--- config.mk ---
export PLATFORM = sky130hd
export DESIGN_NAME = scbb_walk
export DESIGN_NICKNAME = d
export VERILOG_FILES = /design/src/rtl/scbb_pkg.sv /design/src/rtl/scbb_walk.sv
export SDC_FILE = /design/constraint.sdc
export NUM_CORES = 1
export LEC_CHECK = 0
export BUFFER_PORTS_ARGS = -buffer_cell sky130_fd_sc_hd__buf_2
export CORE_MARGIN = 2
export CORE_UTILIZATION = 49
export CTS_BUF_LIST = sky130_fd_sc_hd__clkbuf_2 sky130_fd_sc_hd__clkbuf_4 sky130_fd_sc_hd__clkbuf_8
export DETAILED_ROUTE_END_ITERATION = 6
export MAX_ROUTING_LAYER = met4
export PLACE_DENSITY = 0.77
export SLEW_MARGIN = 10
export SYNTH_ARGS = -nofsm -noshare
export SYNTH_HDL_FRONTEND = slang
export SYNTH_SLANG_ARGS = --single-unit
--- constraint.sdc ---
create_clock -name clk -period 2.3 [get_ports clk]
set_input_delay 0.345 -clock clk [delete_from_list [all_inputs] [get_ports clk]]
set_output_delay 0.345 -clock clk [all_outputs]
set_load 0.01 [all_outputs]
--- src/rtl/scbb_pkg.sv ---
// Shared types, constants and command codes of the scene bounding box block.
package scbb_pkg;

	// Table sizes.
	localparam int MAX_SPHERES   = 256;
	localparam int MAX_CYLINDERS = 256;

	// Address and count widths follow from the table sizes.
	localparam int SPH_AW    = (MAX_SPHERES > 1) ? $clog2(MAX_SPHERES) : 1;
	localparam int CYL_AW    = (MAX_CYLINDERS > 1) ? $clog2(MAX_CYLINDERS) : 1;
	localparam int SPH_CNT_W = $clog2(MAX_SPHERES + 1);
	localparam int CYL_CNT_W = $clog2(MAX_CYLINDERS + 1);
	localparam int WALK_W    = (SPH_AW > CYL_AW) ? SPH_AW : CYL_AW;
	localparam int CMP_W     = (SPH_CNT_W > CYL_CNT_W) ? SPH_CNT_W : CYL_CNT_W;

	// Field widths.
	localparam int COORD_W = 32;
	localparam int RAD_W   = 31;
	localparam int IDX_W   = 16;
	localparam int AXES    = 3;
	localparam int IXW     = (IDX_W > SPH_CNT_W) ? IDX_W + 1 : SPH_CNT_W + 1;

	// Command codes.
	localparam logic [1:0] CMD_ADD_SPHERE   = 2'd0;
	localparam logic [1:0] CMD_ADD_CYLINDER = 2'd1;
	localparam logic [1:0] CMD_CLEAR        = 2'd2;
	localparam logic [1:0] CMD_QUERY        = 2'd3;

	// Saturation limits of a signed Q16.16 coordinate.
	localparam logic [COORD_W-1:0] COORD_MAX = {1'b0, {(COORD_W-1){1'b1}}};
	localparam logic [COORD_W-1:0] COORD_MIN = {1'b1, {(COORD_W-1){1'b0}}};

	typedef logic [COORD_W-1:0] coord_t;

	// One entry of the sphere memory.
	typedef struct packed {
		coord_t [AXES-1:0] c;
		logic [RAD_W-1:0]  rad;
	} sphere_t;

	// One entry of the cylinder memory.
	typedef struct packed {
		logic [RAD_W-1:0] rad;
		logic [IDX_W-1:0] b;
		logic [IDX_W-1:0] a;
	} cyl_t;

	// Control from the table walker to the extent datapath.
	typedef struct packed {
		logic              issue;
		logic              issue_sph;
		logic [WALK_W-1:0] idx;
		logic              init;
		logic              finish;
	} walk_ctrl_t;

	// One query result.
	typedef struct packed {
		coord_t [AXES-1:0] lo;
		coord_t [AXES-1:0] hi;
		coord_t [AXES-1:0] mid;
		logic              empty;
		logic              overflow;
	} box_t;

endpackage

--- src/rtl/scbb_walk.sv ---
// Walker: steps through the sphere table, then the cylinder table, then waits for
// the extent pipeline to empty before it releases the result.
module scbb_walk (
	input  logic                           clk,
	input  logic                           arst_n,
	input  logic                           start_query,
	input  logic [scbb_pkg::SPH_CNT_W-1:0] sph_total,
	input  logic [scbb_pkg::CYL_CNT_W-1:0] cyl_total,
	input  logic                           pipe_busy,
	output scbb_pkg::walk_ctrl_t           ctrl,
	output logic                           busy
);

	localparam logic [1:0] ST_IDLE  = 2'd0;
	localparam logic [1:0] ST_SPH   = 2'd1;
	localparam logic [1:0] ST_CYL   = 2'd2;
	localparam logic [1:0] ST_DRAIN = 2'd3;

	logic [1:0]                    state_q;
	logic [scbb_pkg::WALK_W-1:0]   idx_q;
	logic                          sph_last;
	logic                          cyl_last;

	// The last entry of each table ends its phase.
	assign sph_last = scbb_pkg::CMP_W'(idx_q)
		== scbb_pkg::CMP_W'(sph_total) - scbb_pkg::CMP_W'(1);
	assign cyl_last = scbb_pkg::CMP_W'(idx_q)
		== scbb_pkg::CMP_W'(cyl_total) - scbb_pkg::CMP_W'(1);

	// Phase sequencing.
	always_ff @(posedge clk or negedge arst_n) begin
		if (!arst_n) begin
			state_q <= ST_IDLE;
			idx_q   <= '0;
		end else begin
			unique case (state_q)
				ST_IDLE: begin
					idx_q <= '0;
					if (start_query) begin
						if (sph_total != '0) begin
							state_q <= ST_SPH;
						end else if (cyl_total != '0) begin
							state_q <= ST_CYL;
						end else begin
							state_q <= ST_DRAIN;
						end
					end
				end
				ST_SPH: begin
					if (sph_last) begin
						idx_q   <= '0;
						state_q <= (cyl_total != '0) ? ST_CYL : ST_DRAIN;
					end else begin
						idx_q <= idx_q + scbb_pkg::WALK_W'(1);
					end
				end
				ST_CYL: begin
					if (cyl_last) begin
						idx_q   <= '0;
						state_q <= ST_DRAIN;
					end else begin
						idx_q <= idx_q + scbb_pkg::WALK_W'(1);
					end
				end
				ST_DRAIN: begin
					if (!pipe_busy) begin
						state_q <= ST_IDLE;
					end
				end
				default: begin
					state_q <= ST_IDLE;
				end
			endcase
		end
	end

	// Control towards the datapath.
	always_comb begin
		ctrl.issue     = (state_q == ST_SPH) || (state_q == ST_CYL);
		ctrl.issue_sph = (state_q == ST_SPH);
		ctrl.idx       = idx_q;
		ctrl.init      = start_query;
		ctrl.finish    = (state_q == ST_DRAIN) && !pipe_busy;
	end

	assign busy = (state_q != ST_IDLE);

endmodule

# Word-level counts from Yosys, hierarchy flattened

Cells that the tools add are included.

Input port bits: 22
Output and inout bits: 13
Register bits after elaboration: 10
Logic and storage cells: 33

Mux-type cells: 10
Reduce and logical (&&, ||, !) cells: 9
Add/sub/neg operators: 3
Eq/ne operators: 9

Operators with widths:

| operator                                               | count |
|---|---|
| case mux 8 bit (3 select lines)                        | 1 |
| == test 8 x 9 -> 1 bit                                 | 2 |
| nonzero test 9 bit                                     | 2 |
| subtractor 9 x 1 -> 9 bit (second input constant)      | 2 |
| two-way mux 8 bit                                      | 2 |
| two-way mux 2 bit                                      | 5 |
| adder 8 x 1 -> 8 bit (second input constant)           | 1 |
| case mux 2 bit (4 select lines)                        | 1 |
| inequality test 2 bit (second input constant)          | 3 |
| == test 2 bit (second input constant)                  | 2 |
| AND reduction 4 bit                                    | 1 |
| nonzero test 3 bit                                     | 1 |
| == test 2 x 1 -> 1 bit (second input constant)         | 1 |
| logical NOT 2 bit                                      | 1 |
| inequality test 2 x 1 -> 1 bit (second input constant) | 1 |
| nonzero test 2 bit                                     | 1 |
| logical AND 1 bit                                      | 1 |
| logical NOT 1 bit                                      | 1 |
| logical OR 1 bit                                       | 1 |
| two-way mux 1 bit                                      | 1 |

# Depth between registers and ports, before layout

Word-level depth: 5
Gate-level depth with buffers: 9
Depth with buffers taken out: 9

# Worst setup path after synthesis

No wires, ideal clock.

Path kind: register -> register
From: reg idx_q[7] (netlist bit)
To: reg state_q[1]
Slack: -0.087 ns
Library setup time: 0.127 ns
Arrival time: 2.260 ns
Path buffers: 1
Stages on the path, launching flop included: 9
Data required time: 2.173 ns
Clock period less this slack: 2.387 ns
Path through: dfrtp_1 > clkbuf_1 > nor3_1 > or4b_4 > o211ai_2 > o2111ai_2 > o21ai_4 > o2111a_2 > mux2_1

Word-level cells in the longest chain between the ends: 3
Elaborated cells between the ends (all ways): 5
Classes of those cells: 4 x eq/ne; 1 x reduce/logical

Ends and longest elaborated chain:

| what                                                                                            | line                             | source |
|---|---|---|
| start: declaration                                                                              | scbb_walk.sv:20                  | `logic [scbb_pkg::WALK_W-1:0] idx_q;` |
| start signal: assignment                                                                        | scbb_walk.sv:54                  | `idx_q <= idx_q + scbb_pkg::WALK_W'(1);` |
| start signal: assignment                                                                        | scbb_walk.sv:62                  | `idx_q <= idx_q + scbb_pkg::WALK_W'(1);` |
| == test 8 x 9 -> 1 bit (on tied branches)                                                       | scbb_walk.sv:28, scbb_walk.sv:26 |  |
| inequality test 2 bit (no source line) / inequality test 2 x 1 -> 1 bit (equally long branches) | n/a                              |  |
| AND reduction 4 bit (no source line) (*)                                                        | n/a                              |  |
| end signal: assignment                                                                          | scbb_walk.sv:52                  | `state_q <= (cyl_total != '0) ? ST_CYL : ST_DRAIN;` |
| end: declaration                                                                                | scbb_walk.sv:19                  | `logic [1:0] state_q;` |

Every way passes the cells marked *; elsewhere a longest branch is shown, timed or not.
A chain may end at the register's enable or synchronous reset.

# Worst setup path in the final report

From: reg idx_q[2] (netlist bit)
To: reg idx_q[2] (netlist bit)

Word-level cells in the longest chain between the ends: 3
Elaborated cells between the ends (all ways): 6
Classes of those cells: 1 x add/sub; 2 x eq/ne; 3 x mux

Ends and longest elaborated chain:

| what                                         | line                             | source |
|---|---|---|
| adder 8 x 1 -> 8 bit (tied with other cells) | scbb_walk.sv:54, scbb_walk.sv:62 |  |
| two-way mux 8 bit (on tied branches)         | scbb_walk.sv:58, scbb_walk.sv:50 |  |
| case mux 8 bit (3 select lines) (*)          | scbb_walk.sv:36                  | `unique case (state_q)` |

Marks and branches as above.

==> results.md <==
* # DRC at 0
* Total GRT Usage at 0.272
* DRT met1 WL at 1710 um
* Critical path type: reg -> reg
* Iter 0 DRT Violations at 68
* Leak at roughly 0.91 nW
* Worst VDD drop at about 0.70 mV
* R2r endpoint: idx_q[2]$_DFFE_PN0P_
* Synthesized area per cell at approximately 8.5 um2
* Worst Path Required at 2510 ps
* Hold Crit Class: in -> async
* Sequential cell fraction of total power at 0.187
* Pint at 0.706 mW
* RSZ-0062 raised after global routing: yes
* Vias/cell at slightly below 6
* Top Metal Used: met4
* Met2 wire length at 2130 um
* Tmin final at 2260 ps
* TritonCTS clock tree: built
* Sequential element share of the synthesized area at 0.192
* Sw frac at 0.441
* Power Dens Cells at 661 nW/um2
* GRT overflow at 0
* Final Slew Violations at 0
* CP Capture Type: flop
* Post-DP HPWL at 3080 um
* Boundary Pins at 35
* Final instance area at 1910 um2
* Metal3 WL at approximately 190 um
* Synthesized flop and latch total at 10
* Antenna violations before repair at 0
* Clock transition at the registers of the reported paths at 70 ps
* H-Tree Depth at 1
* Fin crit share at 0.984
* Iteration count of the initial detailed-routing pass at 4
* Final hold violations at 0
* CP max FO at 7
* Crit start category: flop
* Initial Util at 0.522
* Comb power frac at 0.680
* P_sw at 0.556 mW
* Yosys top cell by area: dfrtp_1
* Most frequent cells in the layout: buf_4 (36), buf_2 (32), inv_1 (11)
* Mapped Nets at 186
* Reg2Reg Depth at 9
* Max-cap violation count at 0
* Synth area leaders: dfrtp_1 (19%), ha_1 (9.6%), xnor2_1 (8.1%), xor2_1 (4.7%), a2111oi_0 (4.0%)
* Std cell rows at 18
* Post-DR wirelength/cell at ~16 um
* Area of the multi-input gates at 1080 um2
* Skew-Pair Late Insertion Delay at 280 ps
* Fmax at 442 MHz
* Final core occ at 0.764
* Mapped Cells at 154
* Die area at 3090 um2
* Clk pwr share at 0.133
* Yosys cell types at 47
* Worst reg2reg path startpoint: idx_q[2]$_DFFE_PN0P_
* Filler instances at 177
* DIE HEIGHT at approximately 56 um
* Critical path arrival at 2480 ps
* Cell area after synthesis at 1300 um2
* Syn-to-layout area delta at 46.5%
* Post-Place Cell Area at between 1500 and 2000 um2
* Synth top area share at 0.192
* TritonCTS buffer count at 3
* Antenna Cells at 0
* Worst slew margin at 0.706
* Synth Warn # at 0
* Vias in the first global route at 1440
* Sink Count at 10
* Flop2flop setup slack at 40 ps
* Skew final at 1.22 ps
* Tot Pwr at 1.26 mW
* Die X at 55.6 um
* Largest net degree at the start of global routing at 14
* Share of cells above drive strength 1 at 0.452
* Clock root cell: clkbuf_4
* Status: completed
* FF+latch area at 251 um2
* Final setup vio count at 0
* PortBufs at 34
* Wirelength, routed at 4100 um
* Core area at 2500 um2
* Most common cell after layout, fill and taps aside: buf_4
* Antenna viol nets, final at 0
* First-pass GRT wire length at between 6000 and 7000 um
* GP Congestion at 0.934
* Worst-Margin Slew at 430 ps
* DR vias at 1491
* Nets at between 200 and 300
* Setup TNS at 0 ps
* Max Buffers Root-to-Sink at 2
## worst max-delay path, cell delays in order, from the launching register on
cell and delay [ps]:
dfrtp_2 460, buf_4 160, and3b_2 200, o21ai_1 220
a31oi_4 130, o2111ai_2 100, o21ai_4 120, buf_4 160
a2111oi_0 460, a311o_1 190
## metrics by stage
stage | hold slack [ps] | setup slack (ps) | std cells
final | 463 | 37.5 | 251
after global placement | 218 | -196 | 244
after CTS | 462 | 16.9 | 249
after global routing | 474 | -80.6 | 251
after floorplan | 49.4 | -34.8 | 154
after detailed placement | 223 | -270 | 244
## synthesized netlist by cell type (all sizes together)
cell type	n
a2111oi	6
a22o	2
ha	10
xnor2	12
nor3	5
nand3	5
nor4b	1
o2111ai	1
nor4	4
or4	2
or3	2
clkbuf	7
nand2b	2
nor2b	3
nand2	8
and3b	1
mux2	1
o22ai	2
o21ai	6
a211o	3
o22a	1
and2	5
nand4b	1
or2	3
and2b	1
mux2i	2
a211oi	2
nand4	3
a311oi	1
o211ai	1
dfrtp	10
inv	11
a31oi	3
a311o	3
and4b	2
a21o	2
a21oi	2
xor2	7
buf	1
or4b	1
o2111a	1
nor2	7
nand3b	1
## per-layer routing
layer | global-route usage | vias up
li1 | - | 709
met1 | 0.325 | 716
met2 | 0.459 | 57
met3 | 0.0535 | 9
met4 | 0.0836 | 0
met5 | - | -
## worst max-delay path by stage
| stage | start | endpoint | slack [ps] | cells after the start |
|---|---|---|---|---|
| after floorplan | sph_total[2] | state_q[1]$_DFFE_PN0P_ | -30 | 7 |
| after CTS | idx_q[2]$_DFFE_PN0P_ | idx_q[2]$_DFFE_PN0P_ | 20 | 8 |
| final | idx_q[2]$_DFFE_PN0P_ | idx_q[2]$_DFFE_PN0P_ | 40 | 9 |
| after global placement | cyl_total[2] | idx_q[3]$_DFFE_PN0P_ | -200 | 9 |
| after detailed placement | cyl_total[2] | idx_q[3]$_DFFE_PN0P_ | -270 | 9 |
| after global routing | idx_q[4]$_DFFE_PN0P_ | state_q[0]$_DFFE_PN0P_ | -80 | 8 |
## sequential cells by signal (all words and copies together) (netlist names)
signal and cells:
state_q 2, idx_q 8
## cells by family (layout without fill, tap and decap cells)
group           after synthesis  count (layout)  share of synthesized area
mux                           3               3                     0.0240
simple gates                 57              57                      0.264
flops                        10              10                      0.192
fa+ha+maj                    10              10                     0.0960
compound gates               36              36                      0.239
buf+inv                      19              86                     0.0576
xor+xnor                     19              19                      0.128
## repair_timing
item,CTS,global route
gates cloned,0,0
setup buffers,0,2
hold endpoints to repair,10,0
endpoints found under the setup margin,5,10
hold buffers,1,0
gates resized for setup,1,22
pin swaps,0,9
## power by group through the flow
| stage | Sequential [mW] | Combinational, mW | Clock, mW |
|---|---|---|---|
| floorplan | 0.247 | 0.436 | 0 |
| global placement | 0.238 | 0.735 | 0 |
| detailed placement | 0.240 | 0.783 | 0 |
| CTS | 0.237 | 0.789 | 0.168 |
| global route | 0.241 | 0.943 | 0.178 |
| finish | 0.237 | 0.858 | 0.168 |
## cell type report
class,instances,share of cell area
Sequential cell,10,0.132
Multi-Input combinational cell,125,0.566
Inverter,11,0.0216
Clock buffer,4,0.0190
Timing Repair Buffer,71,0.242
Tap cell,30,0.0196
Power figures use the tool's default switching activity.
