File: src/rtl/scbb_pkg.sv
// Shared types, constants and command codes of the scene bounding box block.
package scbb_pkg;

	// Table sizes.
	localparam int MAX_SPHERES   = 256;
	localparam int MAX_CYLINDERS = 256;

	// Address and count widths follow from the table sizes.
	localparam int SPH_AW    = (MAX_SPHERES > 1) ? $clog2(MAX_SPHERES) : 1;
	localparam int CYL_AW    = (MAX_CYLINDERS > 1) ? $clog2(MAX_CYLINDERS) : 1;
	localparam int SPH_CNT_W = $clog2(MAX_SPHERES + 1);
	localparam int CYL_CNT_W = $clog2(MAX_CYLINDERS + 1);
	localparam int WALK_W    = (SPH_AW > CYL_AW) ? SPH_AW : CYL_AW;
	localparam int CMP_W     = (SPH_CNT_W > CYL_CNT_W) ? SPH_CNT_W : CYL_CNT_W;

	// Field widths.
	localparam int COORD_W = 32;
	localparam int RAD_W   = 31;
	localparam int IDX_W   = 16;
	localparam int AXES    = 3;
	localparam int IXW     = (IDX_W > SPH_CNT_W) ? IDX_W + 1 : SPH_CNT_W + 1;

	// Command codes.
	localparam logic [1:0] CMD_ADD_SPHERE   = 2'd0;
	localparam logic [1:0] CMD_ADD_CYLINDER = 2'd1;
	localparam logic [1:0] CMD_CLEAR        = 2'd2;
	localparam logic [1:0] CMD_QUERY        = 2'd3;

	// Saturation limits of a signed Q16.16 coordinate.
	localparam logic [COORD_W-1:0] COORD_MAX = {1'b0, {(COORD_W-1){1'b1}}};
	localparam logic [COORD_W-1:0] COORD_MIN = {1'b1, {(COORD_W-1){1'b0}}};

	typedef logic [COORD_W-1:0] coord_t;

	// One entry of the sphere memory.
	typedef struct packed {
		coord_t [AXES-1:0] c;
		logic [RAD_W-1:0]  rad;
	} sphere_t;

	// One entry of the cylinder memory.
	typedef struct packed {
		logic [RAD_W-1:0] rad;
		logic [IDX_W-1:0] b;
		logic [IDX_W-1:0] a;
	} cyl_t;

	// Control from the table walker to the extent datapath.
	typedef struct packed {
		logic              issue;
		logic              issue_sph;
		logic [WALK_W-1:0] idx;
		logic              init;
		logic              finish;
	} walk_ctrl_t;

	// One query result.
	typedef struct packed {
		coord_t [AXES-1:0] lo;
		coord_t [AXES-1:0] hi;
		coord_t [AXES-1:0] mid;
		logic              empty;
		logic              overflow;
	} box_t;

endpackage

File: src/rtl/scbb_extent.sv
// Extent datapath: resolves cylinder ends, forms the min/max per entry with
// saturation and folds it into the running box. Four register stages.
module scbb_extent (
	input  logic                           clk,
	input  logic                           arst_n,
	input  scbb_pkg::walk_ctrl_t           ctrl,
	input  logic [scbb_pkg::SPH_CNT_W-1:0] sph_total,
	input  logic [scbb_pkg::CYL_CNT_W-1:0] cyl_total,
	input  logic                           overflow,
	input  scbb_pkg::cyl_t                 cyl_rdata,
	input  scbb_pkg::sphere_t              sph_rdata_a,
	input  scbb_pkg::sphere_t              sph_rdata_b,
	output logic [scbb_pkg::SPH_AW-1:0]    sph_raddr_a,
	output logic [scbb_pkg::SPH_AW-1:0]    sph_raddr_b,
	output logic                           pipe_busy,
	output scbb_pkg::box_t                 result,
	output logic                           result_valid
);

	localparam int AXES = scbb_pkg::AXES;
	localparam int CW   = scbb_pkg::COORD_W;

	logic                          valid_s1;
	logic                          sph_s1;
	logic [scbb_pkg::WALK_W-1:0]   idx_s1;
	logic                          cyl_ok;

	logic                          valid_s2;
	logic                          sph_s2;
	logic [scbb_pkg::RAD_W-1:0]    rad_s2;
	scbb_pkg::coord_t [AXES-1:0]   mn_d;
	scbb_pkg::coord_t [AXES-1:0]   mx_d;
	logic [scbb_pkg::RAD_W-1:0]    rad_d;

	logic                          valid_s3;
	scbb_pkg::coord_t [AXES-1:0]   mn_s3;
	scbb_pkg::coord_t [AXES-1:0]   mx_s3;
	logic [scbb_pkg::RAD_W-1:0]    rad_s3;
	scbb_pkg::coord_t [AXES-1:0]   l_d;
	scbb_pkg::coord_t [AXES-1:0]   h_d;
	logic [AXES-1:0][CW:0]         dl;
	logic [AXES-1:0][CW:0]         dh;

	logic                          valid_s4;
	scbb_pkg::coord_t [AXES-1:0]   l_s4;
	scbb_pkg::coord_t [AXES-1:0]   h_s4;

	scbb_pkg::coord_t [AXES-1:0]   lo_q;
	scbb_pkg::coord_t [AXES-1:0]   hi_q;
	logic [AXES-1:0][CW:0]         sum_d;
	logic                          empty_d;

	// Stage 1: cylinder entry is out of memory; pick the sphere read addresses.
	always_comb begin
		cyl_ok = (scbb_pkg::IXW'(cyl_rdata.a) < scbb_pkg::IXW'(sph_total))
			&& (scbb_pkg::IXW'(cyl_rdata.b) < scbb_pkg::IXW'(sph_total));
		if (sph_s1) begin
			sph_raddr_a = idx_s1[scbb_pkg::SPH_AW-1:0];
			sph_raddr_b = idx_s1[scbb_pkg::SPH_AW-1:0];
		end else begin
			sph_raddr_a = cyl_rdata.a[scbb_pkg::SPH_AW-1:0];
			sph_raddr_b = cyl_rdata.b[scbb_pkg::SPH_AW-1:0];
		end
	end

	// Stage 2: end centres are out of memory; order them per axis.
	always_comb begin
		for (int k = 0; k < AXES; k++) begin
			if ($signed(sph_rdata_a.c[k]) < $signed(sph_rdata_b.c[k])) begin
				mn_d[k] = sph_rdata_a.c[k];
				mx_d[k] = sph_rdata_b.c[k];
			end else begin
				mn_d[k] = sph_rdata_b.c[k];
				mx_d[k] = sph_rdata_a.c[k];
			end
		end
		rad_d = sph_s2 ? sph_rdata_a.rad : rad_s2;
	end

	// Stage 3: subtract and add the radius with saturation.
	always_comb begin
		for (int k = 0; k < AXES; k++) begin
			dl[k] = {mn_s3[k][CW-1], mn_s3[k]} - {2'b00, rad_s3};
			dh[k] = {mx_s3[k][CW-1], mx_s3[k]} + {2'b00, rad_s3};
			l_d[k] = (dl[k][CW] != dl[k][CW-1]) ? scbb_pkg::COORD_MIN : dl[k][CW-1:0];
			h_d[k] = (dh[k][CW] != dh[k][CW-1]) ? scbb_pkg::COORD_MAX : dh[k][CW-1:0];
		end
	end

	// Pipeline control.
	always_ff @(posedge clk or negedge arst_n) begin
		if (!arst_n) begin
			valid_s1 <= 1'b0;
			valid_s2 <= 1'b0;
			valid_s3 <= 1'b0;
			valid_s4 <= 1'b0;
		end else begin
			valid_s1 <= ctrl.issue;
			valid_s2 <= valid_s1 && (sph_s1 || cyl_ok);
			valid_s3 <= valid_s2;
			valid_s4 <= valid_s3;
		end
	end

	// Pipeline payload.
	always_ff @(posedge clk) begin
		sph_s1 <= ctrl.issue_sph;
		idx_s1 <= ctrl.idx;
		sph_s2 <= sph_s1;
		rad_s2 <= cyl_rdata.rad;
		mn_s3  <= mn_d;
		mx_s3  <= mx_d;
		rad_s3 <= rad_d;
		l_s4   <= l_d;
		h_s4   <= h_d;
	end

	// Running box, started afresh on each query transfer.
	always_ff @(posedge clk) begin
		if (ctrl.init) begin
			for (int k = 0; k < AXES; k++) begin
				lo_q[k] <= scbb_pkg::COORD_MAX;
				hi_q[k] <= scbb_pkg::COORD_MIN;
			end
		end else if (valid_s4) begin
			for (int k = 0; k < AXES; k++) begin
				if ($signed(l_s4[k]) < $signed(lo_q[k])) begin
					lo_q[k] <= l_s4[k];
				end
				if ($signed(h_s4[k]) > $signed(hi_q[k])) begin
					hi_q[k] <= h_s4[k];
				end
			end
		end
	end

	assign pipe_busy = valid_s1 || valid_s2 || valid_s3 || valid_s4;

	// Result forming: an empty scene gives zeros; the centre is the floored half sum.
	always_comb begin
		empty_d = (sph_total == '0) && (cyl_total == '0);
		for (int k = 0; k < AXES; k++) begin
			sum_d[k] = {lo_q[k][CW-1], lo_q[k]} + {hi_q[k][CW-1], hi_q[k]};
		end
	end

	always_ff @(posedge clk) begin
		if (ctrl.finish) begin
			for (int k = 0; k < AXES; k++) begin
				result.lo[k]  <= empty_d ? '0 : lo_q[k];
				result.hi[k]  <= empty_d ? '0 : hi_q[k];
				result.mid[k] <= empty_d ? '0 : sum_d[k][CW:1];
			end
			result.empty    <= empty_d;
			result.overflow <= overflow;
		end
	end

	always_ff @(posedge clk or negedge arst_n) begin
		if (!arst_n) begin
			result_valid <= 1'b0;
		end else begin
			result_valid <= ctrl.finish;
		end
	end

	// The result is released only once every entry has been folded in.
	assert property (@(posedge clk) disable iff (!arst_n)
		ctrl.finish |-> !valid_s4 && !valid_s3)
		else $error("result released while the pipeline still holds entries");

	// A stage-two entry always stems from a stage-one entry.
	assert property (@(posedge clk) disable iff (!arst_n)
		valid_s2 |-> $past(valid_s1))
		else $error("stage two entry without a stage one entry");

endmodule

File: config.mk
export PLATFORM = sky130hd
export DESIGN_NAME = scbb_extent
export DESIGN_NICKNAME = d
export VERILOG_FILES = /design/src/rtl/scbb_pkg.sv /design/src/rtl/scbb_extent.sv
export SDC_FILE = /design/constraint.sdc
export NUM_CORES = 2
export LEC_CHECK = 0
export BUFFER_PORTS_ARGS = -buffer_cell sky130_fd_sc_hd__buf_2
export CORE_ASPECT_RATIO = 0.7
export CORE_MARGIN = 1
export CORE_UTILIZATION = 40
export CTS_CLUSTER_DIAMETER = 50
export DETAILED_ROUTE_END_ITERATION = 7
export PLACE_DENSITY = 0.57
export RECOVER_POWER = 50
export SYNTH_ARGS = -nofsm -noshare
export SYNTH_HDL_FRONTEND = slang
export SYNTH_SLANG_ARGS = --single-unit
File: constraint.sdc
create_clock -name clk -period 4.6 [get_ports clk]
set_input_delay 0.46 -clock clk [delete_from_list [all_inputs] [get_ports clk]]
set_output_delay 0.46 -clock clk [all_outputs]
set_load 0.02 [all_outputs]
Yosys cells after proc, flatten, opt, wreduce, memory -nomap -nowiden
Cells that the tools add are included.
- muxes and demuxes: 9
- $lt $le $gt $ge: 11
- eq/ne operators: 6
- reductions and logical operators: 15
- $add $sub $neg: 9
- operator list (operator ; count):
    32-bit by 32-bit adder with 33-bit output ; 6
    32-bit < comparator ; 6
    32-bit two-way mux ; 6
    32-bit by 32-bit subtractor with 33-bit output ; 3
    32-bit > comparator ; 3
    16-bit by 9-bit < comparator with 1-bit output ; 2
    31-bit two-way mux ; 1
    9-bit zero test ; 2
    8-bit two-way mux ; 2
    2-bit AND reduction ; 6
    1-bit != test ; 6
    1-bit logical OR ; 4
    1-bit logical AND ; 3
- output and inout bits: 308
- bits in registers: 943
- word-level logic and storage cells: 89
- bits of input ports: 350

Longest topological paths before layout
- depth in word-level cells: 4
- mapped depth: 14
- gate-level depth less buffers: 13

Worst setup path after synthesis
Ideal clock, no wire load.
- path kind: register to register
- from: reg rad_s3[1] (netlist name)
- to: reg h_s4[84] (netlist name)
- path buffers: 2
- data arrival time: 3469 ps
- cell stages (with the launch flop): 14
- clock period less this slack: 3598 ps
- setup slack: 1002 ps
- data required time: 4471 ps
- library setup time: 129 ps
- cell sequence: dfxtp_1 > ha_1 > a211oi_1 > nor2_1 > o211a_1 > o31a_1 > a21o_1 > or2_2 > a31oi_1 > xnor2_1 > xor2_1 > clkbuf_1 > clkbuf_1 > nand2_1
- cells in the longest elaborated chain, start to end: 2
- RTL lines (item ; RTL line ; RTL):
    start: declaration ; scbb_extent.sv:38 ; logic [scbb_pkg::RAD_W-1:0] rad_s3;
    start signal: assignment ; scbb_extent.sv:113 ; rad_s3 <= rad_d;
    32-bit by 32-bit adder with 33-bit output (*) ; scbb_extent.sv:84 ; dh[k] = {mx_s3[k][CW-1], mx_s3[k]} + {2'b00, rad_s3};
    1-bit != test ; scbb_extent.sv:86 ; h_d[k] = (dh[k][CW] != dh[k][CW-1]) ? scbb_pkg::COORD_MAX : dh[k][CW-1:0];
    end signal: assignment ; scbb_extent.sv:115 ; h_s4 <= h_d;
    end: declaration ; scbb_extent.sv:46 ; scbb_pkg::coord_t [AXES-1:0] h_s4;
Every way passes the cells marked *; elsewhere a longest branch is shown, timed or not.
A chain may end at the register's enable or synchronous reset.

Worst setup path in the final report
- from: reg rad_s3[8] (netlist name)
- to: reg l_s4[3] (netlist name)
- cells in the longest elaborated chain, start to end: 2
- RTL lines (item ; RTL line ; RTL):
    32-bit by 32-bit subtractor with 33-bit output ; scbb_extent.sv:83 ; dl[k] = {mn_s3[k][CW-1], mn_s3[k]} - {2'b00, rad_s3};
    1-bit != test ; scbb_extent.sv:85 ; l_d[k] = (dl[k][CW] != dl[k][CW-1]) ? scbb_pkg::COORD_MIN : dl[k][CW-1:0];
    end signal: assignment ; scbb_extent.sv:114 ; l_s4 <= l_d;
    end: declaration ; scbb_extent.sv:45 ; scbb_pkg::coord_t [AXES-1:0] l_s4;
Every way passes these cells.

==> flow_summary_export.csv <==
group,metric,value,unit
yosys,syn_nets,6137,
run_status,status,"finished, violations left",
place,port_buffers,626,
pwr,pwr-share-seq,0.340,
drt,drc,0,
clocking,clock_sinks,943,
die,start_util,0.403,
drt,met1_length,80300,µm
pwr,ir_worst_vdd,0.341,mV
sta,rsz0062_at_grt,"no",
yosys,synthArstFlopShare,0.00530,
clocking,clkTransAtPathRegs,0.06,ns
drt,antenna_left,0,
clocking,cts-resized-gates,0,
drt,routed_wl,169000,µm
die,num_io_pins,658,
pwr,p_sw,14.0,mW
die,dieWidth,428,µm
setup_path,required,5.22,ns
run_status,violations,"max-capacitance violations, max-slew violations",
grt,gr-total-overflow,0,
die,core_area,126000,µm²
finish,drive_gt1_frac,0.136,
pwr,power_frac_comb,0.409,
finish,final_nets,7162,
clocking,numCtsBuffers,109,
sta,hold_viol_final,0,
sta,worst_pin_slew,4.39,ns
yosys,synth_flop_cell,"dfxtp_1",
drt,vias,42000,
setup_path,start_kind,"register",
yosys,synth.distinct_cells,79,
sta,setup_viol,0,
min_path,hold_path_class,"primary input to register",
clocking,cts_htree_levels,3,
grt,grt_max_degree,104,
sta,post-route-period-util,0.940,
place,dp_hpwl,133000,µm
clocking,clk_latency,0.74,ns
drt,drt-initial-drc-count,3360,
yosys,yosysSeqAreaShare,0.429,
finish,fin_area,63500,µm²
grt,grt_pass1_vias,40300,
yosys,ys_ff_latch,943,
yosys,syn_inst,5201,
drt,wl_met3,8180,µm
sta,max_slew_margin,-1.93,
drt,top_layer,"met5",
sta,period_minus_slack,4.32,ns
pwr,pwr-share-clk,0.251,
min_path,hp-start,"sph_rdata_b[85]",
yosys,netlist_area,50900,µm²
setup_path,crit_type,"register to register",
setup_path,end_kind,"register",
sta,fmax,231,MHz
setup_path,crit_arrival,4.94,ns
place,dp.cells,7430,
drt,viasPerCell,5.23,
sta,clock_skew,0.0246,ns
yosys,syn_avg_cell_area,9.78,µm²
die,die_area,129000,µm²
pwr,swShare,0.380,
setup_path,path_max_fanout,18,
yosys,synth_edf_count,290,
grt,grt_usage,0.254,
sta,fin_setup_tns,0,ns
clocking,clk_path_buf_depth,3,
setup_path,r2r_start,"rad_s3[8]$_DFF_P_",
place,postPlaceCellArea,56500,µm²
clocking,cts_root_buffer,"clkbuf_16",
pwr,p_int,22.9,mW
drt,firstDrtPassIters,6,
finish,areaGrowthSynthToFinish,24.8,%
pwr,p_leak,28.6,nW
sta,finalMaxSlewViolations,201,
die,fp-row-count,109,
finish,final_cells,8017,
drt,wl_met2,75500,µm
drt,wl_per_cell,21.1,µm
place,finalWeightedCongestion,0.939,
setup_path,startpoint,"rad_s3[8]$_DFF_P_",
pwr,power.density,581,nW/µm²
yosys,yosys_warnings,0,
flow_run,max_cap_viol_count,3,
grt,antenna_found_initial,48,
clocking,cts_tree,"done",
grt,grt_pass1_wl,248000,µm
die,fp.dieH,300,µm
-- cells in the final DEF (no fill, tap or decap), drive strengths merged, types with 206 or more instances in the layout --
cell / n
buf: 416
dfxtp: 648
inv: 421
mux2: 222
nor2: 620
ha: 577
a21oi: 375
nand2: 251
edfxtp: 290
a21o: 230
dlygate4sd3: 350
o21ai: 206
clkbuf: 445
-- path summary, 6_finish.rpt --
kind                            slack [ns]  cells past startpoint                  to
worst max-delay path                  0.28                     13  l_s4[3]$_SDFF_PP0_
worst min-delay path                  0.06                      2   mn_s3[54]$_DFF_P_
worst max register to register        0.28                     13  l_s4[3]$_SDFF_PP0_
worst min register to register        0.37                      0  valid_s4$_DFF_PN0_
max in group asynchronous             4.15                      2  valid_s4$_DFF_PN0_
min in group asynchronous             0.16                      2  valid_s1$_DFF_PN0_
-- sequential cells by signal, indices dropped and copies added (netlist names) --
name	cells
h_s4	96
hi_q	96
idx_s1	8
l_s4	96
lo_q	96
mn_s3	96
mx_s3	96
rad_s2	31
rad_s3	31
result	290
result_valid	1
sph_s1	1
sph_s2	1
valid_s1	1
valid_s2	1
valid_s3	1
valid_s4	1
-- per-layer routing --
layer | up-vias | track usage
met1 | 19900 | 0.356
met2 | 1116 | 0.401
li1 | 20700 | -
met4 | 6 | 0.0780
met5 | - | 0
met3 | 240 | 0.0393
-- through the flow --
stage	hold WS (ns)	util	power [mW]	setup WS [ns]
3_5_place_dp	0.298	0.448	27.4	0.339
5_1_grt	0.0130	0.503	39.3	0.0355
2_1_floorplan	0.164	-	22.7	1.00
4_1_cts	0.000179	0.506	37.2	0.321
3_3_place_gp	0.290	0.448	27.3	0.348
6_report	0.0594	0.503	36.9	0.276
-- kinds of logic after synthesis --
group                    count (synthesis)  synth area share
AO/OA/AOI/OAI                         1187             0.152
XOR/XNOR                               223            0.0385
adder cells (fa/ha/maj)                586             0.145
buffers and inverters                  554            0.0418
flip-flops                             943             0.429
multiplexers                           320            0.0684
AND/OR/NAND/NOR                       1388             0.125
-- power groups by stage --
| stage | logic [mW] | clock network, mW | registers (mW) |
|---|---|---|---|
| detailed placement | 14.7 | 0 | 12.7 |
| global placement | 14.6 | 0 | 12.7 |
| floorplan | 9.71 | 0 | 13.0 |
| finish | 15.1 | 9.26 | 12.5 |
| CTS | 15.2 | 9.46 | 12.5 |
| global route | 16.8 | 9.78 | 12.8 |
-- what timing repair did --
| action | CTS | global route |
|---|---|---|
| hold buffers | 350 | 0 |
| endpoints found under the hold margin | 262 | 0 |
| setup buffers | 0 | 0 |
-- cell usage after synthesis, types with 24 or more instances --
library cell / count / area [µm²]
a21o_1: 230 / 1730
nor2b_1: 72 / 450
nand3_1: 63 / 315
xnor2_1: 118 / 1030
o21ai_0: 203 / 1020
dfxtp_1: 648 / 13000
xor2_1: 104 / 911
o21bai_1: 37 / 278
a211oi_1: 50 / 375
nand4_1: 66 / 413
mux2i_1: 98 / 981
and2_1: 24 / 150
and3_1: 32 / 200
a311o_1: 31 / 310
nand2b_1: 51 / 319
ha_1: 577 / 7220
o211ai_1: 25 / 188
nand2_1: 251 / 942
clkbuf_1: 122 / 458
mux2_2: 222 / 2500
o21a_1: 52 / 390
inv_1: 400 / 1500
edfxtp_1: 290 / 8710
a21oi_1: 375 / 1880
nor2_1: 620 / 2330
nor3_1: 113 / 566
a31oi_1: 36 / 225
-- critical path, stage by stage (launching register included) --
cell and delay, ns:
dfxtp_1 0.63, inv_1 0.27, ha_1 0.40, a21oi_1 0.20, o21ai_0 0.16, o2bb2ai_1 0.14
a21oi_1 0.32, o21ai_1 0.20, a2111o_1 0.49, a211o_1 0.31, a221oi_2 0.39, xor2_2 0.17
buf_12 0.18, nor4bb_1 0.31
-- final cells by class --
cell class	instances	area, µm²
diodes	31	77.6
clock inverters	63	724
multi-input cells	3704	27100
well taps	1665	2080
inverters	400	1500
flip-flops and latches	943	21800
clock buffers	143	3120
fillers	11900	62700
repair buffers	1068	7110
No activity file was read; power rests on OpenSTA's default activity.
